File: config.mk
export PLATFORM = sky130hd
export DESIGN_NAME = ipt_front_flat
export DESIGN_NICKNAME = d
export VERILOG_FILES = /design/src/rtl/core/assert_macros.svh /design/src/rtl/core/ipt_pkg.sv /design/src/rtl/core/ipt_if.sv /design/src/rtl/core/ipt_front.sv /design/src/flat_wrapper.sv
export SDC_FILE = /design/constraint.sdc
export NUM_CORES = 1
export LEC_CHECK = 0
export ABC_AREA = 1
export BUFFER_PORTS_ARGS = -buffer_cell sky130_fd_sc_hd__buf_2
export CAP_MARGIN = 25
export CORE_MARGIN = 2
export CORE_UTILIZATION = 45
export CTS_BUF_LIST = sky130_fd_sc_hd__clkbuf_8
export CTS_CLUSTER_SIZE = 20
export DETAILED_ROUTE_END_ITERATION = 12
export HOLD_SLACK_MARGIN = 0.1
export PLACE_DENSITY = 0.76
export SYNTH_ARGS = -nofsm -noshare
export SYNTH_HDL_FRONTEND = slang
export SYNTH_SLANG_ARGS = --single-unit
export TNS_END_PERCENT = 10
File: constraint.sdc
create_clock -name clk_i -period 12.6 [get_ports clk_i]
set_clock_uncertainty 0.15 [all_clocks]
set_input_delay 2.52 -clock clk_i [delete_from_list [all_inputs] [get_ports clk_i]]
set_output_delay 2.52 -clock clk_i [all_outputs]
set_load 0.02 [all_outputs]
File: src/rtl/core/assert_macros.svh
`ifndef ASSERT_MACROS_SVH
`define ASSERT_MACROS_SVH

// concurrent checks on a clock with an active-low reset
`ifndef SYNTH
`define ASSERT_AT(lbl, clk, rstn, prop) \
  lbl: assert property (@(posedge clk) disable iff (!rstn) prop) else $error("check failed");
`define ASSERT_NEVER(lbl, clk, rstn, prop) \
  lbl: assert property (@(posedge clk) disable iff (!rstn) !(prop)) else $error("check failed");
`else
`define ASSERT_AT(lbl, clk, rstn, prop)
`define ASSERT_NEVER(lbl, clk, rstn, prop)
`endif

`endif

File: src/rtl/core/ipt_pkg.sv
package ipt_pkg;

  localparam int NumBodies = 9;
  localparam int NumAxes   = 3;
  localparam int PerSample = NumBodies * NumAxes;
  localparam int DivSteps  = 96;
  localparam int LoadAddrW = 15;
  localparam int IdxW      = 16;
  localparam int CfgIdxW   = 1;

  localparam logic [CfgIdxW-1:0] CfgStart = 1'b0;
  localparam logic [CfgIdxW-1:0] CfgStep  = 1'b1;

  localparam logic CmdLoad  = 1'b0;
  localparam logic CmdQuery = 1'b1;

  typedef enum logic [1:0] {
    ST_OK        = 2'd0,
    ST_NOT_READY = 2'd1,
    ST_TOO_LARGE = 2'd2,
    ST_TOO_SMALL = 2'd3
  } status_e;

  typedef enum logic [1:0] {
    JOB_LOAD  = 2'd0,
    JOB_QUERY = 2'd1,
    JOB_ERR   = 2'd2
  } job_kind_e;

  typedef struct packed {
    job_kind_e              kind;
    status_e                status;
    logic                   exact;
    logic [IdxW-1:0]        idx;
    logic [31:0]            w;
    logic [LoadAddrW-1:0]   addr;
    logic [63:0]            value;
  } ipt_job_t;

endpackage

File: src/rtl/core/ipt_if.sv
interface ipt_req_if;
  logic               valid;
  logic               ready;
  logic               cmd;
  logic [9:0]         entry_date;
  logic [3:0]         entry_body;
  logic [1:0]         entry_axis;
  logic signed [63:0] entry_value;
  logic               entry_final;
  logic signed [63:0] query_time;

  modport source (output valid, cmd, entry_date, entry_body, entry_axis, entry_value,
                  entry_final, query_time, input ready);
  modport sink (input valid, cmd, entry_date, entry_body, entry_axis, entry_value,
                entry_final, query_time, output ready);
endinterface


File: src/rtl/core/ipt_front.sv
module ipt_front #(
  parameter int unsigned NUM_SAMPLES = 1024
) (
  input  logic               clk_i,
  input  logic               rst_ni,
  ipt_req_if.sink            req,
  input  logic signed [63:0] start_time_i,
  input  logic [62:0]        step_time_i,
  output ipt_pkg::ipt_job_t  job_o,
  output logic               job_valid_o,
  input  logic               job_ready_i
);
  import ipt_pkg::*;

  localparam int unsigned IW = $clog2(NUM_SAMPLES);
  localparam logic [63:0] Top = 64'(NUM_SAMPLES - 1);

  typedef enum logic [2:0] {
    F_IDLE = 3'b001,
    F_DIV  = 3'b010,
    F_PUSH = 3'b100
  } fstate_e;

  fstate_e state_q, state_d;
  logic ready_q, ready_d;
  logic div_q, div_d;
  ipt_job_t job_q, job_d, div_job;
  logic [63:0] dvd_q, dvd_d;
  logic [62:0] rem_q, rem_d, rem_next;
  logic [95:0] quo_q, quo_d;
  logic [6:0] cnt_q, cnt_d;

  logic [62:0] step_eff;
  logic [63:0] shifted;
  logic ge;
  logic load_ok;
  logic [LoadAddrW-1:0] load_addr;
  logic too_small;
  logic [63:0] mag;
  logic [63:0] i_val;
  logic nz;

  assign step_eff = (step_time_i == '0) ? 63'd1 : step_time_i;
  assign shifted = {rem_q, dvd_q[63]};
  assign ge = shifted >= {1'b0, step_eff};
  assign rem_next = ge ? 63'(shifted - {1'b0, step_eff}) : 63'(shifted);

  assign load_ok = (32'(req.entry_date) < NUM_SAMPLES) && (req.entry_body < 4'(NumBodies))
                   && (req.entry_axis < 2'(NumAxes));
  assign load_addr = LoadAddrW'(LoadAddrW'(req.entry_date) * LoadAddrW'(PerSample)
                     + LoadAddrW'(req.entry_body) * LoadAddrW'(NumAxes)
                     + LoadAddrW'(req.entry_axis));
  assign too_small = req.query_time < start_time_i;
  assign mag = req.query_time - start_time_i;

  assign i_val = quo_q[95:32];
  assign nz = (quo_q[31:0] != '0) || (rem_q != '0);

  always_comb begin
    div_job = '0;
    if ((i_val > Top) || (nz && (i_val >= Top))) begin
      div_job.kind = JOB_ERR;
      div_job.status = ST_TOO_LARGE;
    end else begin
      div_job.kind = JOB_QUERY;
      div_job.exact = !nz;
      div_job.idx = IdxW'(i_val[IW-1:0]);
      div_job.w = quo_q[31:0];
    end
  end

  assign job_o = div_q ? div_job : job_q;
  assign job_valid_o = state_q == F_PUSH;
  assign req.ready = state_q == F_IDLE;

  always_comb begin
    state_d = state_q;
    ready_d = ready_q;
    div_d = div_q;
    job_d = job_q;
    dvd_d = dvd_q;
    rem_d = rem_q;
    quo_d = quo_q;
    cnt_d = cnt_q;
    unique case (state_q)
      F_IDLE: begin
        if (req.valid) begin
          if (req.cmd == CmdLoad) begin
            if (req.entry_final) begin
              ready_d = 1'b1;
            end
            if (load_ok) begin
              job_d = '0;
              job_d.kind = JOB_LOAD;
              job_d.addr = load_addr;
              job_d.value = req.entry_value;
              div_d = 1'b0;
              state_d = F_PUSH;
            end
          end else if (!ready_q) begin
            job_d = '0;
            job_d.kind = JOB_ERR;
            job_d.status = ST_NOT_READY;
            div_d = 1'b0;
            state_d = F_PUSH;
          end else if (too_small) begin
            job_d = '0;
            job_d.kind = JOB_ERR;
            job_d.status = ST_TOO_SMALL;
            div_d = 1'b0;
            state_d = F_PUSH;
          end else begin
            dvd_d = mag;
            rem_d = '0;
            quo_d = '0;
            cnt_d = '0;
            div_d = 1'b1;
            state_d = F_DIV;
          end
        end
      end
      F_DIV: begin
        dvd_d = {dvd_q[62:0], 1'b0};
        rem_d = rem_next;
        quo_d = {quo_q[94:0], ge};
        cnt_d = cnt_q + 7'd1;
        if (cnt_q == 7'(DivSteps - 1)) begin
          state_d = F_PUSH;
        end
      end
      F_PUSH: begin
        if (job_ready_i) begin
          state_d = F_IDLE;
        end
      end
      default: state_d = F_IDLE;
    endcase
  end

  always_ff @(posedge clk_i or negedge rst_ni) begin
    if (!rst_ni) begin
      state_q <= F_IDLE;
      ready_q <= 1'b0;
      div_q <= 1'b0;
      cnt_q <= '0;
    end else begin
      state_q <= state_d;
      ready_q <= ready_d;
      div_q <= div_d;
      cnt_q <= cnt_d;
    end
  end

  always_ff @(posedge clk_i) begin
    job_q <= job_d;
    dvd_q <= dvd_d;
    rem_q <= rem_d;
    quo_q <= quo_d;
  end

endmodule

File: src/flat_wrapper.sv
// flat-port wrapper written by rule: the top's interface ports become plain ports
module ipt_front_flat import ipt_pkg::*;
#(
  parameter int unsigned NUM_SAMPLES = 1024
)
  (clk_i, rst_ni, start_time_i, step_time_i, job_o, job_valid_o, job_ready_i, req_valid, req_cmd, req_entry_date, req_entry_body, req_entry_axis, req_entry_value, req_entry_final, req_query_time, req_ready);
  ipt_req_if req_i ();
  input  logic clk_i;
  input  logic rst_ni;
  input  logic signed [63:0] start_time_i;
  input  logic [62:0] step_time_i;
  output ipt_pkg::ipt_job_t job_o;
  output logic job_valid_o;
  input  logic job_ready_i;
  input wire logic [$bits(req_i.valid)-1:0] req_valid;
  input wire logic [$bits(req_i.cmd)-1:0] req_cmd;
  input wire logic [$bits(req_i.entry_date)-1:0] req_entry_date;
  input wire logic [$bits(req_i.entry_body)-1:0] req_entry_body;
  input wire logic [$bits(req_i.entry_axis)-1:0] req_entry_axis;
  input wire logic [$bits(req_i.entry_value)-1:0] req_entry_value;
  input wire logic [$bits(req_i.entry_final)-1:0] req_entry_final;
  input wire logic [$bits(req_i.query_time)-1:0] req_query_time;
  output wire logic [$bits(req_i.ready)-1:0] req_ready;
  assign req_i.valid = req_valid;
  assign req_i.cmd = req_cmd;
  assign req_i.entry_date = req_entry_date;
  assign req_i.entry_body = req_entry_body;
  assign req_i.entry_axis = req_entry_axis;
  assign req_i.entry_value = req_entry_value;
  assign req_i.entry_final = req_entry_final;
  assign req_i.query_time = req_query_time;
  assign req_ready = req_i.ready;
  ipt_front #(.NUM_SAMPLES(NUM_SAMPLES)) u_core (.clk_i(clk_i), .rst_ni(rst_ni), .req(req_i), .start_time_i(start_time_i), .step_time_i(step_time_i), .job_o(job_o), .job_valid_o(job_valid_o), .job_ready_i(job_ready_i));
endmodule
# Word-level counts from Yosys, hierarchy flattened
# Cells that the tools add are included.
# word_totals
register_bits,367
inputBits,277
out_inout_bits,134
elab_cells,97
# classes
n_addsub,5
n_mul,2
order_cmp,6
n_eq_ne,12
muxes,42
bitwise,1
reduce_logical,15
# op_table
operator,n
2-to-1 mux 132 bit,5
2-to-1 mux 96 bit,4
2-to-1 mux 63 bit,6
2-to-1 mux 64 bit,4
one-hot mux 96 bit (2 select lines),1
one-hot mux 64 bit (2 select lines),1
one-hot mux 63 bit (2 select lines),1
"greater-or-equal comparator 64 x 10 -> 1 bit, second input constant",1
greater-or-equal comparator 64 x 63 -> 1 bit,1
"> comparator 64 x 10 -> 1 bit, second input constant",1
< comparator 64 bit,1
subtractor 64 bit,1
logical NOT 63 bit,1
nonzero test 63 bit,1
subtractor 63 bit,1
2-to-1 mux 49 bit,1
nonzero test 32 bit,1
2-to-1 mux 7 bit,4
2-to-1 mux 3 bit,7
adder 15 x 2 -> 15 bit,1
adder 15 x 6 -> 15 bit,1
"multiplier 10 x 5 -> 15 bit, second input constant",1
one-hot mux 7 bit (2 select lines),1
AND reduction 4 bit,3
other kinds (22),33

# Longest topological paths before layout
# logic_depth
depth_word,6
depth_mapped,20

# Worst setup path before layout
# OpenSTA, ideal clock, no wires.
# synth_path
path_kind,input -> register
from,input port req_query_time[0]
to,register u_core.job_q[0] (netlist bit) (enable)
arrival_ns,9.440
required_time_ns,11.830
path_slack_ns,2.391
path_stages,17
n_path_buf,0
cell_sequence,inv_1 -> ha_1 -> inv_1 -> fa_1 -> nand2_1 -> nand2_1 -> nand3_1 -> nand2_1 -> nand2_1 -> nand2_1 -> nand2_1 -> nand2_1 -> nand2_1 -> nand3_1 -> nand2_1 -> nor3_1 -> nor3_1
# synth_via
elab_chain_cells,3
# synth_rtl
item,line,source
from (decl),flat_wrapper.sv:22,input wire logic [$bits(req_i.query_time)-1:0] req_query_time;
< comparator 64 bit,ipt_front.sv:53,assign too_small = req.query_time < start_time_i;
inequality test 3 bit (no source line),n/a,
AND reduction 4 bit (no source line),n/a,
to (signal assigned),ipt_front.sv:155,job_q <= job_d;
to (decl),ipt_front.sv:27,"ipt_job_t job_q, job_d, div_job;"
# No other way between the ends.
# A chain may end at the register's enable or synchronous reset.

# Final worst setup path
# layout_path
from,input port step_time_i[47]
to,register u_core.rem_q[32] (data pin)
# layout_via
elab_chain_cells,5
word_cells_on_any_way,6
# layout_rtl
item,line,source
from (decl),flat_wrapper.sv:11,input logic [62:0] step_time_i;
logical NOT 63 bit,ipt_front.sv:43,assign step_eff = (step_time_i == '0) ? 63'd1 : step_time_i;
2-to-1 mux 63 bit (*),ipt_front.sv:43,
subtractor 63 bit / greater-or-equal comparator 64 x 63 -> 1 bit (equally long branches),"ipt_front.sv:46, ipt_front.sv:45",
2-to-1 mux 63 bit (*),ipt_front.sv:46,"assign rem_next = ge ? 63'(shifted - {1'b0, step_eff}) : 63'(shifted);"
one-hot mux 63 bit (2 select lines) (*),ipt_front.sv:85,unique case (state_q)
to (signal assigned),ipt_front.sv:157,rem_q <= rem_d;
to (decl),ipt_front.sv:29,"logic [62:0] rem_q, rem_d, rem_next;"
# Mark *: on every way between the ends. The rest lies on a longest branch, timed or not.

==> results by group <==
Logic synthesis
  – Distinct cells, synth: 48
  – Ys Warns: 0
  – Asr flop ratio synth: 3.80%
  – Average cell area after synthesis: 7.10 sq um
  – Sequential share of the synthesized area: 36.5%
  – Top cells by area, synth: edfxtp_1 (35%), inv_1 (11%), nand2_1 (10%)
  – Cell area after synthesis: 25800 sq um
  – FF+latch count, synth: 316
  – Post-synth EDFFs: 304
  – Top cell type's share of synthesized area: 35.4%
  – Top FF cell, synth: edfxtp_1
  – Gate Count Post-Synth: roughly 3600
  – Dominant cell type by area after synthesis: edfxtp_1

Clock network
  – Skew-Pair Late Insertion Delay: approximately 0.7 ns
  – Post-CTS Resized: 0
  – Clock slew at reported path FFs: 0.06 ns
  – Maximum buffer depth of the clock tree: 3
  – Clk root buf: clkbuf_8
  – Htree depth: 2
  – CTS tree: yes
  – Num CTS Buffers: 58
  – CTS Hold Bufs: 0
  – CTS sink cnt: ~320
  – Postcts setup bufs: 0

Placed design
  – Number of I/O port buffers: 404
  – Final HPWL DP: 63300 um
  – Routability cong.: a little over 1
  – Post-DP Area: 28600 sq um

Critical path
  – Worst setup EP type: flip-flop
  – Slowest cell on the critical path: nor4_1
  – WP data arrival: ~7.3 ns
  – Critical path cell sequence: buf_2 -> inv_1 -> nand4_1 -> nor4_1 -> a31o_2 -> ha_1 -> fa_1 -> inv_1 -> nand3_1 -> nand2_1 -> a21oi_2 -> o21ai_2 -> nand2_1 -> nand2_1 -> nand2_1 -> nand3_4 -> buf_4 -> inv_1 -> nand2_1 -> a21oi_2
  – Buf/Inv on CP: 5
  – Crit-path max FO: 55
  – Critical Path RT: 12.99 ns
  – CP peak stage delay: 0.96 ns
  – Delay-heaviest family, CP: simple AND/OR/NAND/NOR gates
  – Crit Path Category: input pin to flip-flop
  – Most numerous cell on the critical path: nand2_1
  – CP Launch Type: input pin

Cells and area
  – Syn-to-layout area delta: 14.8%
  – Layout cells sized above 1: 13.0%
  – Most frequent cells in the layout: inv_1 (797), nand2_1 (692), nor2_1 (581), buf_2 (404), edfxtp_1 (304)
  – Nets: 4516
  – Most common cell after layout, fill and taps aside: inv_1
  – Final instance area: 29600 sq um

STA
  – Final TNS setup: 0 ns
  – Slew headroom: around 27%
  – Final period utilization: 55.1%
  – Max Slew Vio Count: 0
  – Final setup violation count: 0
  – Hold slack: 0.357 ns
  – Final min period: roughly 7 ns
  – Final hold vios: 0
  – Slew @ Worst Pin: 1.09 ns
  – RSZ-0062 raised after global routing: false
  – Max Clk Rate: 0.144 GHz

Floorplan
  – Starting Density: around 46%
  – Std cell rows: 87
  – Chip height: around 240 um
  – CORE AREA: 56600 sq um
  – Ports: 411
  – DIE AREA: roughly 59000 sq um
  – Die Wd: 244 um

Drt
  – Routed WL per cell: 16.3 um
  – DRC: 0
  – Drt pass-1 iters: 6
  – Vias after detailed routing: 24750
  – Vias per cell: 5.11
  – Total Routed Length: 78900 um
  – First DRT Iteration DRCs: 2000
  – Post-route ant nets: 0

Global route
  – First-pass GRT wire length: between 100000 and 150000 um
  – Remaining Overflow, GRT: 0
  – Number of global-route vias before repair: approximately 23000
  – Gr usage total: 26.0%
  – Initial antenna violation count: 3
  – Largest net degree at the start of global routing: 96

Pwr
  – Worst IR Drop VDD: 138 uV
  – PD cells: 191 nW/um^2
  – Static Leakage: 0.0148 uW

Min path
  – Worst min path class: flip-flop to flip-flop

Run
  – MaxCap Viol Count: 0

Status
  – Outcome: completed
## logic make-up (layout without fill, tap and decap cells)
group | after synthesis | after routing | synth area share (%)
AOI/OAI and AO/OA | 591 | 591 | 12.6
xor gates and xnor gates | 56 | 56 | 1.90
other | 1 | 9 | 0.0145
DFF | 316 | 316 | 36.5
adders and majority gates | 199 | 199 | 10.3
and+or+nand+nor | 1605 | 1605 | 25.7
buffers and inverters | 868 | 1311 | 12.9
## cell usage after synthesis, types with 3 or more instances
master      n
buf_6       7
a21oi_2     3
nor2_2      3
buf_4       6
nand2b_1    3
nand3_1   162
a31oi_1    17
nor2_1    581
nor3_1     34
clkbuf_1   59
o21ai_0   179
nand4_1    40
nand2_1   692
xnor2_1    27
nor4_1     45
dfrtp_1    11
xor2_1     29
a21oi_1   282
a211oi_1    3
nand3b_1   12
buf_2       5
and2_1      8
inv_1     787
and3_1      4
fa_1       24
ha_1      175
a21o_1     24
a21boi_0    9
a31o_2      3
o21a_1     12
inv_2       3
o21bai_1   34
o211ai_1    6
edfxtp_1  304
o21ai_1    11
or2_2      17
## power breakdown
group / leakage (uW) / internal (uW) / total (uW) / switching, uW
Clock: 0.000605 / 491 / 951 / 459
Sequential: 0.00305 / 1760 / 1970 / 210
Combinational: 0.0112 / 812 / 2750 / 1940
## per-stage QoR
stage | power, uW | std cells | setup slack [ns] | utilization (%)
finish | 5670 | 4843 | 5.66 | 52.4
CTS | 5680 | 4840 | 5.67 | 52.4
detailed placement | 4700 | 4736 | 4.93 | 50.5
global route | 6100 | 4843 | 5.35 | 52.4
floorplan | 3930 | 3641 | 2.39 | -
global placement | 4680 | 4736 | 5.07 | 50.5
## per-layer routing
layer  GRT usage (%)  routed length [um]
met5               0                   0
met4            9.47                2950
met3            3.35                4890
met2            44.0               37200
met1            34.1               33900
## worst paths after layout
check                                            endpoint  cells after the start                           from  slack [ns]
hold / removal                u_core.cnt_q[1]$_DFFE_PN0P_                      2    u_core.cnt_q[1]$_DFFE_PN0P_        0.36
setup reg to reg               u_core.dvd_q[25]$_DFFE_PP_                      9  u_core.state_q[2]$_DFFE_PN0P_        8.23
setup / recovery           u_core.rem_q[32]$_SDFFCE_PN0P_                     20                step_time_i[47]        5.66
min in group asynchronous     u_core.cnt_q[0]$_DFFE_PN0P_                      1                         rst_ni        1.58
max in group asynchronous   u_core.state_q[0]$_DFFE_PN1P_                      1                         rst_ni       10.45
hold reg to reg               u_core.cnt_q[1]$_DFFE_PN0P_                      2    u_core.cnt_q[1]$_DFFE_PN0P_        0.36
## cell type report
class                      instances  area, sq um
clock buffer                      58          798
inverter                         790         2980
timing repair buffer             417         2120
fill                            5618        27000
clock inverter                    46          282
multi-input combinational       2457        13100
sequential                       316         9430
antenna                            3         7.51
tap                              756          946
## tightest hold or removal path: cells and delay by family (launching register included)
family / cells / cell delay (ns)
DFF: 1 / 0.37
and+or+nand+nor: 2 / 0.11
## flip-flops by register name, summed over array words and instances, names as in the netlist
| name | cells |
|---|---|
| u_core.ready_q | 1 |
| u_core.job_q | 81 |
| u_core.rem_q | 63 |
| u_core.state_q | 3 |
| u_core.quo_q | 96 |
| u_core.dvd_q | 64 |
| u_core.cnt_q | 7 |
| u_core.div_q | 1 |
(Power assumes the default switching activity.)
