### src/rtl/core/assert_macros.svh
`ifndef ASSERT_MACROS_SVH
`define ASSERT_MACROS_SVH

// concurrent checks on a clock with an active-low reset
`ifndef SYNTH
`define ASSERT_AT(lbl, clk, rstn, prop) \
  lbl: assert property (@(posedge clk) disable iff (!rstn) prop) else $error("check failed");
`define ASSERT_NEVER(lbl, clk, rstn, prop) \
  lbl: assert property (@(posedge clk) disable iff (!rstn) !(prop)) else $error("check failed");
`else
`define ASSERT_AT(lbl, clk, rstn, prop)
`define ASSERT_NEVER(lbl, clk, rstn, prop)
`endif

`endif

### src/rtl/core/ipt_fifo.sv
module ipt_fifo #(
  parameter int unsigned DW    = 8,
  parameter int unsigned DEPTH = 2
) (
  input  logic          clk_i,
  input  logic          rst_ni,
  input  logic [DW-1:0] push_data_i,
  input  logic          push_valid_i,
  output logic          push_ready_o,
  output logic [DW-1:0] pop_data_o,
  output logic          pop_valid_o,
  input  logic          pop_ready_i
);

  localparam int unsigned PW = (DEPTH > 1) ? $clog2(DEPTH) : 1;
  localparam int unsigned CW = $clog2(DEPTH + 1);

  logic [DW-1:0] mem_q [DEPTH];
  logic [PW-1:0] wr_q, rd_q;
  logic [CW-1:0] cnt_q;
  logic push, pop;

  assign push_ready_o = cnt_q != CW'(DEPTH);
  assign pop_valid_o = cnt_q != '0;
  assign pop_data_o = mem_q[rd_q];
  assign push = push_valid_i && push_ready_o;
  assign pop = pop_valid_o && pop_ready_i;

  always_ff @(posedge clk_i or negedge rst_ni) begin
    if (!rst_ni) begin
      wr_q <= '0;
      rd_q <= '0;
      cnt_q <= '0;
    end else begin
      if (push) begin
        wr_q <= (wr_q == PW'(DEPTH - 1)) ? '0 : wr_q + PW'(1);
      end
      if (pop) begin
        rd_q <= (rd_q == PW'(DEPTH - 1)) ? '0 : rd_q + PW'(1);
      end
      if (push && !pop) begin
        cnt_q <= cnt_q + CW'(1);
      end else if (pop && !push) begin
        cnt_q <= cnt_q - CW'(1);
      end
    end
  end

  always_ff @(posedge clk_i) begin
    if (push) begin
      mem_q[wr_q] <= push_data_i;
    end
  end

endmodule

### config.mk
export PLATFORM = sky130hd
export DESIGN_NAME = ipt_fifo
export DESIGN_NICKNAME = d
export VERILOG_FILES = /design/src/rtl/core/assert_macros.svh /design/src/rtl/core/ipt_fifo.sv
export SDC_FILE = /design/constraint.sdc
export NUM_CORES = 1
export LEC_CHECK = 0
export ABC_AREA = 1
export CORE_UTILIZATION = 27
export CTS_CLUSTER_SIZE = 20
export DETAILED_ROUTE_END_ITERATION = 10
export DONT_BUFFER_PORTS = 1
export HOLD_SLACK_MARGIN = 0.05
export PLACE_DENSITY = 0.39
export SETUP_SLACK_MARGIN = 0.4
export SKIP_LAST_GASP = 1
export SLEW_MARGIN = 20
export SYNTH_ARGS = -nofsm -noshare
export SYNTH_HDL_FRONTEND = slang
export SYNTH_SLANG_ARGS = --single-unit
export TNS_END_PERCENT = 20
### constraint.sdc
create_clock -name clk_i -period 1.5 [get_ports clk_i]
set_clock_uncertainty 0.2 [all_clocks]
set_input_delay 0.3 -clock clk_i [delete_from_list [all_inputs] [get_ports clk_i]]
set_output_delay 0.3 -clock clk_i [all_outputs]
set_load 0.005 [all_outputs]
-- Yosys cells after proc, flatten, opt, wreduce, memory -nomap -nowiden
Memory sizes are Yosys's and may differ from the RTL's.
Cells that the tools add are included.
Widths: inputs -> output; s select.
- flip-flop bits (word level): 4
- memory bits (read-only): 0
- logic and storage cells: 23
- input bits: 12
- output and inout port bits: 10
- memories: 1
- bits in latches: 0
- RAM bits: 16
- memory list (memory ; words ; width ; read ports ; clocked after memory_dff ; wr ports ; RTL line ; source):
    mem_q ; 2 ; 8 ; 1 ; 0 ; 1 ; ipt_fifo.sv:18 ; logic [DW-1:0] mem_q [DEPTH];
- $add $sub $neg: 4
- bitwise logic cells: 0
- multipliers: 0
- $lt $le $gt $ge: 0
- divide/modulo/power cells: 0
- multiplexer cells: 6
- eq/ne operators: 1
- reductions and logical operators: 8
- shifts and indexed selects: 0
- operators by type and width (operator ; count):
    $logic_and 1x1->1 ; 4
    $mux 1 ; 4
    $mux 2 ; 2
    $reduce_bool 2->1 ; 2
    $add 1x1->1 const B ; 2
    $add 2x1->2 const B ; 1
    $logic_not 1->1 ; 2
    $ne 2x2->1 const B ; 1
    $sub 2x1->2 const B ; 1

-- Depth between registers and ports, before layout
Gate-level depths: netlist of run 1.
- depth after elaboration: 6
- depth in mapped cells: 10
- mapped depth without buffers: 10

-- Least setup slack after synthesis of run 1
Ideal clock, no wire load.
- kind: reg2reg
- start point: register cnt_q[0]
- end point: memory mem_q[0][0] (enable)
- stages on the path, launching flop included: 5
- period minus slack after synthesis: 1508 ps
- arrival time: 938 ps
- path slack: -8 ps
- data required time: 930 ps
- path buffers: 0
- setup time: 370 ps
- cells stage by stage: dfrtp_1 inv_2 nand2_4 nand2_4 nor2_1
- word-level cells in the longest chain between the ends: 4
- ends and longest elaborated chain (item ; RTL line ; source):
    start: declaration ; ipt_fifo.sv:20 ; logic [CW-1:0] cnt_q;
    start signal: assignment ; ipt_fifo.sv:42 ; cnt_q <= cnt_q + CW'(1);
    start signal: assignment ; ipt_fifo.sv:44 ; cnt_q <= cnt_q - CW'(1);
    $ne 2x2->1 ; ipt_fifo.sv:23 ; assign push_ready_o = cnt_q != CW'(DEPTH);
    named net push_ready_o ; ipt_fifo.sv:9 ; output logic push_ready_o,
    $logic_and 1x1->1 ; ipt_fifo.sv:26 ; assign push = push_valid_i && push_ready_o;
    $mux 1 ; ipt_fifo.sv:50 ; if (push) begin
    $mux 1 (implied by the code) ; ipt_fifo.sv:51 ; mem_q[wr_q] <= push_data_i;
    end: declaration ; ipt_fifo.sv:18 ;
The timed path passes the listed nets, and every way through them passes these cells.

-- Worst setup path in the final report of run 1
- start point: register rd_q
- end point: output pop_data_o[6]
- word-level cells in the longest chain between the ends: 1
- ends and longest elaborated chain (item ; RTL line ; source):
    start: declaration ; ipt_fifo.sv:19 ; logic [PW-1:0] wr_q, rd_q;
    start signal: assignment ; ipt_fifo.sv:39 ; rd_q <= (rd_q == PW'(DEPTH - 1)) ? '0 : rd_q + PW'(1);
    $mem_v2 2x8 ; n/a ;
    end: declaration ; ipt_fifo.sv:10 ; output logic [DW-1:0] pop_data_o,
Every way passes these cells.

==> results of run 1 <==
## flip-flops by register name, indices dropped and copies added (netlist names)
register	cells
mem_q	16
cnt_q	2
rd_q	1
wr_q	1
## metrics by stage
stage               setup slack (ps)  TNS (ps)  hold slack (ps)
floorplan                       92.7         0             -196
global placement                58.0         0             -195
detailed placement              60.6         0             -195
CTS                            -44.9      -338            -34.5
global route                   -88.9      -753            -31.1
finish                         -33.9      -168            -27.8
## layout make-up
type,count,area [sq um],area share (%)
Clock buffer,4,26.3,2.39
Tap cell,31,38.8,3.52
Sequential cell,20,582,52.8
Inverter,7,31.3,2.84
Multi-Input combinational cell,42,234,21.2
Timing Repair Buffer,18,189,17.2
## placed cells by master, fill, tap and decap left out, drive strengths merged, types with 2 or more instances in the layout
master	n
nand3	2
clkbuf	4
nor2	2
buf	8
dlygate4sd3	10
dfrtp	4
edfxtp	16
inv	6
nand2	34
## power by group through the flow
stage | clock network [W] | logic (W) | registers [W]
4_1_cts | 0.000268 | 0.000818 | 0.000855
2_1_floorplan | 0 | 0.000518 | 0.000844
5_1_grt | 0.000296 | 0.000936 | 0.000875
3_5_place_dp | 0 | 0.000757 | 0.000869
6_report | 0.000258 | 0.000837 | 0.000860
3_3_place_gp | 0 | 0.000752 | 0.000870
## critical path, delay by kind of cell (launching register included)
family / cells / cell delay (ps)
AND/OR/NAND/NOR: 2 / 120
flip-flops: 1 / 470
buffers and inverters: 1 / 160
## per-layer routing
layer	global-route usage (%)	vias to the layer above	share of wire, %
li1	-	270	-
met1	12.3	245	45
met2	13.6	13	47
met3	2.72	2	7.5
met4	5.23	0	0.86
met5	0	-	0
## worst max-delay path by stage
stage / startpoint / cells past startpoint / endpoint
2_1_floorplan: cnt_q[0]$_DFFE_PN0P_ / 9 / cnt_q[1]$_DFFE_PN0P_
3_3_place_gp: cnt_q[0]$_DFFE_PN0P_ / 9 / cnt_q[1]$_DFFE_PN0P_
3_5_place_dp: cnt_q[0]$_DFFE_PN0P_ / 9 / cnt_q[1]$_DFFE_PN0P_
4_1_cts: rd_q$_DFFE_PN0P_ / 3 / pop_data_o[0]
5_1_grt: rd_q$_DFFE_PN0P_ / 3 / pop_data_o[6]
6_report: rd_q$_DFFE_PN0P_ / 3 / pop_data_o[6]
## cell usage after synthesis
library cell / n
nand4_1: 1
nand3_1: 2
ha_1: 1
xnor2_1: 1
inv_1: 4
nand2_2: 2
inv_2: 3
nor2_1: 2
nand2_4: 2
dfrtp_1: 4
buf_6: 1
nand2_1: 30
edfxtp_1: 16
xor2_2: 1
## kinds of logic (layout without fill, tap and decap cells)
group	Yosys count	after routing
AND/OR/NAND/NOR	39	39
flip-flops	20	20
adder cells (fa/ha/maj)	1	1
XOR/XNOR	2	2
buffers and inverters	8	29
## repair_timing
action,4_1_cts,5_1_grt
hold endpoints to repair,22,1
buffers inserted,1,1
endpoints found under the setup margin,29,30
resized for setup,2,5
==> run metrics, run 1 <==
sequential share of the synthesized area between 70% and 80%; share of Yosys cell area claimed by the top area cell type 58.1%; Tightest Hold Check Type in -> reg; Tot Pwr between 0.0015 and 0.002 W; leading area contributor after synthesis edfxtp_1; worst-skew pair later-pin latency a little under 300 ps; number of unique standard cell types used by synthesis 14; Total Routed Length ~1400 um; fill count roughly 290; minimum period implied by the final worst setup slack between 1500 and 2000 ps; worst-case register-to-register setup slack roughly 30 ps; run status finished with violations; Worst Slack Setup Final -33.9 ps; synthesized-area fraction occupied by and/or/nand/nor cells 20.7%; flip-flop and latch count after synthesis 20; average wire length per cell after detail routing between 10 and 15 um; xor-xnor portion of the synthesized cell area under 10%; power spent charging and discharging nets between 0.0006 and 0.0007 W; adder-cell share of the synthesized area under 10%; crit share post-route 102%; remaining number of nets flagged by the antenna check after routing 0; NumNets Final ~110; number of stages on the worst hold path 2; worst hold slack -27.8 ps; number of pins with negative max-slew slack in the final report 0; Final Non-Filler Cells between 100 and 150; highest attainable clock frequency around 650 MHz; count of port buffers added during placement 0; clock tree buffer depth 2; tightest slew margin relative to the limit roughly 87%; die outline width between 50 and 60 um; internal power summed over all cells between 0.001 and 0.0015 W; Worst Tran Pin Value roughly 200 ps; vias in the first global route approximately 470; R2R Path End cnt_q[1]$_DFFE_PN0P_; total standard cell area after synthesis around 830 sq um; clock root buffer clkbuf_4; number of instances in the synthesized netlist 70; compound-gate portion of the synthesized area 0%; most prevalent standard cell on the critical path nand2_1; Syn Nets 83; dpl cells approximately 110; dominant cells by area after synthesis edfxtp_1 (58%), nand2_1 (14%), dfrtp_1 (12%); area of the core ~0.0028 sq mm; hold bufs inserted after CTS 10; Crit Path Class reg -> out; RSZ-0062 raised after global routing yes; global-route wire length before repair approximately 2200 um; vertical die dimension roughly 57 um; num ports 22; Worst R2R Start cnt_q[0]$_DFFE_PN0P_; share of post-route cells with drive strength above 1 slightly above 30%; count of antenna diodes in the layout 0; finished layout cell area approximately 0.0011 sq mm; growth of design area from synthesis to finish 33.1%; TritonCTS clock tree yes; initial antenna violation count 0; sequential fraction of design power 44.0%; Data required, critical path 1000 ps; worst endpoint data arrival time 1030 ps; row count 19; starting density of the core a little under 30%; CP max-delay cell dfrtp_2; critical path's largest stage delay 470 ps; multiplexer fraction of the synthesized cell area 0%; largest family of logic cells by synthesized area simple AND/OR/NAND/NOR gates; overall routing resource usage 9.29%; die area between 0.003 and 0.004 sq mm; largest net degree at the start of global routing 12; global placement routability congestion 0.690; final global-route overflow total 0; Remaining DRCs 0; fraction of power consumed by combinational cells 42.8%; proportion of total power due to net switching approximately a third; final core occ 38.9%; Final setup viols 8; number of cell instances on the worst register-to-register path 9; post-detailed-placement cell area roughly 940 sq um; total power per unit cell area 1780 mW/mm^2; static power due to leakage approximately 0.46 nW; count of vias placed by the detailed router between 500 and 600; half-perimeter wire length after placement 973 um; violations in the final reports hold timing, setup timing; cell-by-cell trace of the critical path buf_4, nand2_1, nand2_1; sort of element at the end of the critical path primary output; clock share of power a little over an eighth; number of warnings issued by yosys 0; min-delay src push_valid_i; number of buffers created by CTS 3; mean number of vias per cell 4.34; 1st-pass router iterations 4; worst-path maximum fanout 5; Worst-path clk slew approximately 110 ps; Avg Synthesized Cell Area approximately 12 sq um; initial detailed-routing violation count 16; clock sinks 20; number of hold violations in the final report 1; end point of the most critical hold path wr_q$_DFFE_PN0N_; worst vdd rail ir drop around 0.00080 V; Worst Setup Start Kind register; depth of the CTS H-tree 1; number of maximum-capacitance constraint violations 0
Power figures use the tool's default switching activity.
==> run 2, diff against run 1 <==
--- a/config.mk
+++ b/config.mk
@@ -5,13 +5,14 @@
 export SDC_FILE = /design/constraint.sdc
 export NUM_CORES = 1
 export LEC_CHECK = 0
-export ABC_AREA = 1
+export ABC_AREA = 0
 export CORE_UTILIZATION = 27
 export CTS_CLUSTER_SIZE = 20
 export DETAILED_ROUTE_END_ITERATION = 10
 export DONT_BUFFER_PORTS = 1
 export HOLD_SLACK_MARGIN = 0.05
-export PLACE_DENSITY = 0.39
+export PLACE_DENSITY = 0.37
+export REMOVE_ABC_BUFFERS = 1
 export SETUP_SLACK_MARGIN = 0.4
 export SKIP_LAST_GASP = 1
 export SLEW_MARGIN = 20
==> constraint.sdc (replaced) <==
create_clock -name clk_i -period 1.88 [get_ports clk_i]
set_clock_uncertainty 0.2 [all_clocks]
set_input_delay 0.376 -clock clk_i [delete_from_list [all_inputs] [get_ports clk_i]]
set_output_delay 0.376 -clock clk_i [all_outputs]
set_load 0.005 [all_outputs]
==> run metrics, run 2 <==
tightest slew margin relative to the limit 74.2% (-12 points); NumNets Final 74 (-30%); Data required, critical path 1300 ps (+300 ps); clock sinks 20 (unchanged); commonest non-fill, non-tap cell in the layout edfxtp_1; most frequent cell after synthesis edfxtp_1; dominant cells by area after synthesis edfxtp_1 (61%), dfrtp_1 (13%), mux2_2 (11%); mean number of vias per cell 4.32 (-0.59%); number of buffers created by CTS 3 (unchanged); RSZ-0062 raised after global routing yes; number of hold violations in the final report 0 (-1); starting density of the core 28.5% (-0.70 points); setup TNS after final layout 0 ps (+168 ps); share of Yosys cell area claimed by the top area cell type 61.0% (+3.0 points); row count 19 (unchanged); most common library cells after synthesis edfxtp_1 (16), mux2_2 (8), dfrtp_1 (4); average wire length per cell after detail routing 14.1 um (+23%); clock root buffer clkbuf_4; die outline width 56.0 um (-2.4%); number of pins with negative max-slew slack in the final report 0 (unchanged); Worst Tran Pin Value 387 ps (+187 ps); Top reg by flops mem_q; share of post-route cells with drive strength above 1 35.0% (+4.2 points); vertical die dimension 56.0 um (-2.4%); initial detailed-routing violation count 1 (-15); minimum period implied by the final worst setup slack 1720 ps; hold bufs inserted after CTS 9 (-1); TritonCTS clock tree yes; count of port buffers added during placement 0 (unchanged); Worst-path clk slew 100 ps (about the same); 1st-pass router iterations 2 (-2); sort of element at the end of the critical path primary output; Tot Pwr 0.00139 W (-29%); worst vdd rail ir drop 0.000671 V (-16%); global-route wire length before repair 2190 um (-0.64%); Remaining DRCs 0 (unchanged); global placement routability congestion 0.667 (-3.4%); flip-flop count of the largest register, all copies and words added 16 (unchanged); area of the core 0.00276 sq mm (-2.5%); leading area contributor after synthesis edfxtp_1; overall routing resource usage 9.50% (+0.21 points); final global-route overflow total 0 (unchanged); number of cell instances on the worst register-to-register path 7 (-2); cell-by-cell trace of the critical path buf_6, mux2_2; growth of design area from synthesis to finish 25.1%; Total Routed Length 1280 um (-7.9%); number of stages on the worst hold path 2 (unchanged); number of warnings issued by yosys 0 (unchanged); worst-path maximum fanout 5 (unchanged); dpl cells 75 (-29%); top library cells by usage in the layout, fill and taps aside edfxtp_1 (16), dlygate4sd3_1 (9), mux2_2 (8); highest attainable clock frequency approximately 580 MHz; count of antenna diodes in the layout 0 (unchanged); total power per unit cell area 1410 mW/mm^2 (-21%); post-detailed-placement cell area 836 sq um (-11%); Tightest Hold Check Type in -> reg; fraction of registers with async set or reset after synthesis 20.0% (unchanged); critical path's largest stage delay 390 ps (-80 ps); CP max-delay cell dfrtp_2; clock tree buffer depth 2 (unchanged); vias in the first global route 438 (-6.2%); number of maximum-capacitance constraint violations 0 (unchanged); Avg Synthesized Cell Area 18.3 sq um (+55%); initial antenna violation count 0 (unchanged); crit share post-route approximately nine tenths; half-perimeter wire length after placement 922 um (-5.2%); Crit Path Class reg -> out; num ports 22 (unchanged); worst-skew pair later-pin latency 280 ps (about the same); worst-case register-to-register setup slack 220 ps (+190 ps); depth of the CTS H-tree 1 (unchanged); remaining number of nets flagged by the antenna check after routing 0 (unchanged); run status completed; sequential share of the synthesized area 73.8% (+3.6 points); Worst Setup Start Kind register; largest net degree at the start of global routing 12 (unchanged); number of instances in the synthesized netlist 43 (-39%); Primary FF master, synth edfxtp_1; count of vias placed by the detailed router 393 (-26%); finished layout cell area 985 sq um (-11%); die area 0.00313 sq mm (-4.7%); static power due to leakage 0.366 nW (-21%); total standard cell area after synthesis 787 sq um (-4.8%); flip-flop and latch count after synthesis 20 (unchanged); number of unique standard cell types used by synthesis 14 (unchanged); Final setup viols 0 (-8); number of enable-type register cells in the synthesized netlist 16 (unchanged); Top Registers mem_q x16, cnt_q x2; Final Non-Filler Cells 91 (-25%); worst endpoint data arrival time 1140 ps (+110 ps)
## run 2: changes by cell type after synthesis, sizes merged
| cell | previous run | this run |
|---|---|---|
| and3 | 0 | 1 |
| nand3 | 2 | 0 |
| mux2 | 0 | 8 |
| or2 | 0 | 1 |
| inv | 7 | 1 |
| nand2 | 34 | 2 |
| xor2 | 1 | 2 |
| nand4 | 1 | 0 |
| nand2b | 0 | 1 |
| xnor2 | 1 | 3 |
## run 2: layout make-up
cell class                      count  area, sq um
Multi-Input combinational cell     21          198
Tap cell                           31         38.8
Clock buffer                        3         22.5
Inverter                            1         3.75
Timing Repair Buffer               14          135
Fill cell                         265         1770
Clock inverter                      1         3.75
Sequential cell                    20          583
## run 2: metrics by stage
| step | util (%) | hold slack, ps | worst slack, ps |
|---|---|---|---|
| finish | 35.7 | 18.6 | 160 |
| global route | 35.7 | -4.77 | 93.2 |
| CTS | 35.7 | 13.6 | 139 |
| detailed placement | 30.3 | -119 | 210 |
| global placement | 30.3 | -119 | 311 |
| floorplan | - | -120 | 310 |
## run 2: path summary, 6_finish.rpt
kind                                        end            startpoint
setup / recovery                  pop_data_o[1]      rd_q$_DFFE_PN0P_
hold reg to reg            cnt_q[0]$_DFFE_PN0P_  cnt_q[0]$_DFFE_PN0P_
hold / removal                 rd_q$_DFFE_PN0P_           pop_ready_i
min in group asynchronous      rd_q$_DFFE_PN0P_                rst_ni
max in group asynchronous  cnt_q[0]$_DFFE_PN0P_                rst_ni
setup reg to reg           cnt_q[1]$_DFFE_PN0P_  cnt_q[0]$_DFFE_PN0P_
## run 2: worst max-delay path: cells and delay by family (launching register included)
family                 cells  cell delay [ps]
buffers and inverters      1              120
DFF                        1              390
muxes                      1              350
## run 2: per-layer routing
metal | wire [um] | part of all wire (%) | GRT usage (%) | up-vias
li1 | - | - | - | 187
met1 | 491 | 38 | 10.3 | 193
met2 | 708 | 55 | 16.3 | 13
met3 | 81 | 6.3 | 3.72 | 0
met4 | 0 | 0 | 4.18 | 0
met5 | 0 | 0 | 0 | -
## run 2: power by group
group / internal (W) / switching, W / total, W
Clock: 0.0000771 / 0.000116 / 0.000193
Combinational: 0.000274 / 0.000229 / 0.000503
Sequential: 0.000623 / 0.0000696 / 0.000693
Total: 0.000975 / 0.000414 / 0.00139
## run 2: kinds of logic (layout without fill, tap and decap cells)
family,after synthesis,count (layout),synth area share (%)
fa+ha+maj,1,1,1.59
buf+inv,2,19,1.11
mux,8,8,11.4
flops,20,20,73.8
xor+xnor,5,5,5.57
simple gates,7,7,6.52
## run 2: what timing repair did
action	4_1_cts	5_1_grt
endpoints found under the setup margin	28	28
hold endpoints to repair	21	1
resized for setup	4	1
buffers inserted	3	0
==> run 3, diff against run 2 <==
==> constraint.sdc (replaced) <==
create_clock -name clk_i -period 1.6 [get_ports clk_i]
set_clock_uncertainty 0.2 [all_clocks]
set_input_delay 0.32 -clock clk_i [delete_from_list [all_inputs] [get_ports clk_i]]
set_output_delay 0.32 -clock clk_i [all_outputs]
set_load 0.005 [all_outputs]
==> run metrics, run 3 (same netlist as run 2, synthesis figures left out) <==
run status finished with violations; violations in the final reports hold timing, setup timing; hold bufs inserted after CTS 9 (unchanged); number of pins with negative max-slew slack in the final report 0 (unchanged); Data required, critical path 1080 ps (-220 ps); sort of element at the end of the critical path primary output; worst-case register-to-register setup slack -20 ps (-240 ps); CP max-delay cell dfrtp_2; die outline width 56.0 um (unchanged); highest attainable clock frequency approximately 600 MHz; count of port buffers added during placement 0 (unchanged); starting density of the core 28.5% (unchanged); min-delay src pop_ready_i; half-perimeter wire length after placement 1030 um (+11%); crit share post-route 104%; die area 0.00313 sq mm (unchanged); critical path's largest stage delay 430 ps (+40 ps); worst endpoint data arrival time 1150 ps (about the same); count of vias placed by the detailed router 409 (+4.1%); worst vdd rail ir drop 0.000687 V (+2.4%); Final setup viols 9 (+9); num ports 22 (unchanged); final core occ 38.0% (+2.3 points); RSZ-0062 raised after global routing yes; number of cell instances on the worst register-to-register path 7 (unchanged); met3 WL 76 um (-6.2%); final global-route overflow total 0 (unchanged); remaining number of nets flagged by the antenna check after routing 0 (unchanged); count of antenna diodes in the layout 0 (unchanged); initial antenna violation count 0 (unchanged); global-route wire length before repair 2290 um (+4.7%); top routing layer used met3; total power per unit cell area 1680 mW/mm^2 (+19%); R2R Path End cnt_q[1]$_DFFE_PN0P_; number of stages on the worst hold path 2 (unchanged); depth of the CTS H-tree 1 (unchanged); TritonCTS clock tree yes; Crit Path Class reg -> out; worst-path maximum fanout 5 (unchanged); Tightest Hold Check Type in -> reg; growth of design area from synthesis to finish 33.2%; worst-skew pair later-pin latency 280 ps (about the same); Final Non-Filler Cells 96 (+5.5%); minimum period implied by the final worst setup slack around 1700 ps; overall routing resource usage 10.1% (+0.56 points); length of routed wiring on met1 525 um (+6.9%); clock root buffer clkbuf_4; area of the core 0.00276 sq mm (unchanged); largest net degree at the start of global routing 12 (unchanged); number of hold violations in the final report 1 (+1); row count 19 (unchanged); number of buffers created by CTS 3 (unchanged); vertical die dimension 56.0 um (unchanged); average wire length per cell after detail routing 14.4 um (+2.2%); 1st-pass router iterations 4 (+2); setup TNS after final layout -531 ps (-531 ps); global placement routability congestion 0.688 (+3.1%); met2 wire length 778 um (+9.9%); share of post-route cells with drive strength above 1 43.1% (+8.1 points); Top reg by flops mem_q; flip-flop count of the largest register, all copies and words added 16 (unchanged); Worst Tran Pin Value 192 ps (-196 ps); static power due to leakage 0.404 nW (+11%); clock tree buffer depth 2 (unchanged); clock sinks 20 (unchanged); Worst R2R Start cnt_q[0]$_DFFE_PN0P_; vias in the first global route 457 (+4.3%); Total Routed Length 1380 um (+7.8%); NumNets Final 79 (+6.8%); Remaining DRCs 0 (unchanged); Tot Pwr 0.00176 W (+27%); mean number of vias per cell 4.26 (-1.3%); top library cells by usage in the layout, fill and taps aside edfxtp_1 (16), dlygate4sd3_1 (9), buf_4 (8); number of maximum-capacitance constraint violations 0 (unchanged); tightest slew margin relative to the limit 87.2% (+13 points); dpl cells 79 (+5.3%); Top Registers mem_q x16, cnt_q x2; Worst Setup Start Kind register; commonest non-fill, non-tap cell in the layout edfxtp_1; initial detailed-routing violation count 12 (+11); Worst Slack Setup Final -70.7 ps (-231 ps); worst hold slack -16.8 ps (-35.3 ps); end point of the most critical hold path rd_q$_DFFE_PN0P_; Worst-path clk slew 100 ps (about the same); cell-by-cell trace of the critical path buf_6, mux2_4; fill count 269 (+1.5%)
## run 3: per-layer routing
| metal | vias to the layer above | track usage (%) |
|---|---|---|
| met3 | 0 | 4.19 |
| met2 | 13 | 17.7 |
| met1 | 197 | 10.5 |
| met5 | - | 0 |
| li1 | 199 | - |
| met4 | 0 | 4.18 |
## run 3: report_power, final
group	total (W)	internal, W	switching (W)
logic	0.000729	0.000418	0.000311
clock network	0.000228	0.0000906	0.000138
registers	0.000802	0.000732	0.0000697
total	0.00176	0.00124	0.000518
## run 3: critical path, delay by kind of cell (launching register included)
| family | cells | cell delay (ps) |
|---|---|---|
| muxes | 1 | 300 |
| DFF | 1 | 430 |
| buffers and inverters | 1 | 140 |
## run 3: per-stage QoR
stage | setup WS (ps) | area [sq um]
6_report | -70.7 | 1050
5_1_grt | -135 | 1050
4_1_cts | -90.8 | 1010
3_5_place_dp | -24.2 | 866
3_3_place_gp | 42.7 | 866
2_1_floorplan | 29.5 | 782
## run 3: cell type report
| cell class | count | area, sq um | share of cell area, % |
|---|---|---|---|
| Clock buffer | 3 | 22.5 | 2.15 |
| Clock inverter | 1 | 3.75 | 0.358 |
| Inverter | 1 | 3.75 | 0.358 |
| Multi-Input combinational cell | 21 | 224 | 21.4 |
| Sequential cell | 20 | 583 | 55.6 |
| Tap cell | 31 | 38.8 | 3.70 |
| Timing Repair Buffer | 19 | 173 | 16.5 |
## run 3: repair_timing
item                                    CTS  global route
buffers inserted                          2             2
hold endpoints to repair                 21             1
resized for setup                         4             7
pin swaps                                 0             3
endpoints found under the setup margin   29            30
## run 3: how the worst max path moves through the flow
stage / start / to / slack (ps) / cells past startpoint
2_1_floorplan: cnt_q[0]$_DFFE_PN0P_ / mem_q[0][0]$_DFFE_PP_ / 30 / 3
3_3_place_gp: cnt_q[1]$_DFFE_PN0P_ / cnt_q[1]$_DFFE_PN0P_ / 40 / 6
3_5_place_dp: cnt_q[1]$_DFFE_PN0P_ / cnt_q[1]$_DFFE_PN0P_ / -20 / 6
4_1_cts: rd_q$_DFFE_PN0P_ / pop_data_o[1] / -90 / 2
5_1_grt: cnt_q[0]$_DFFE_PN0P_ / cnt_q[1]$_DFFE_PN0P_ / -140 / 7
6_report: rd_q$_DFFE_PN0P_ / pop_data_o[1] / -70 / 2
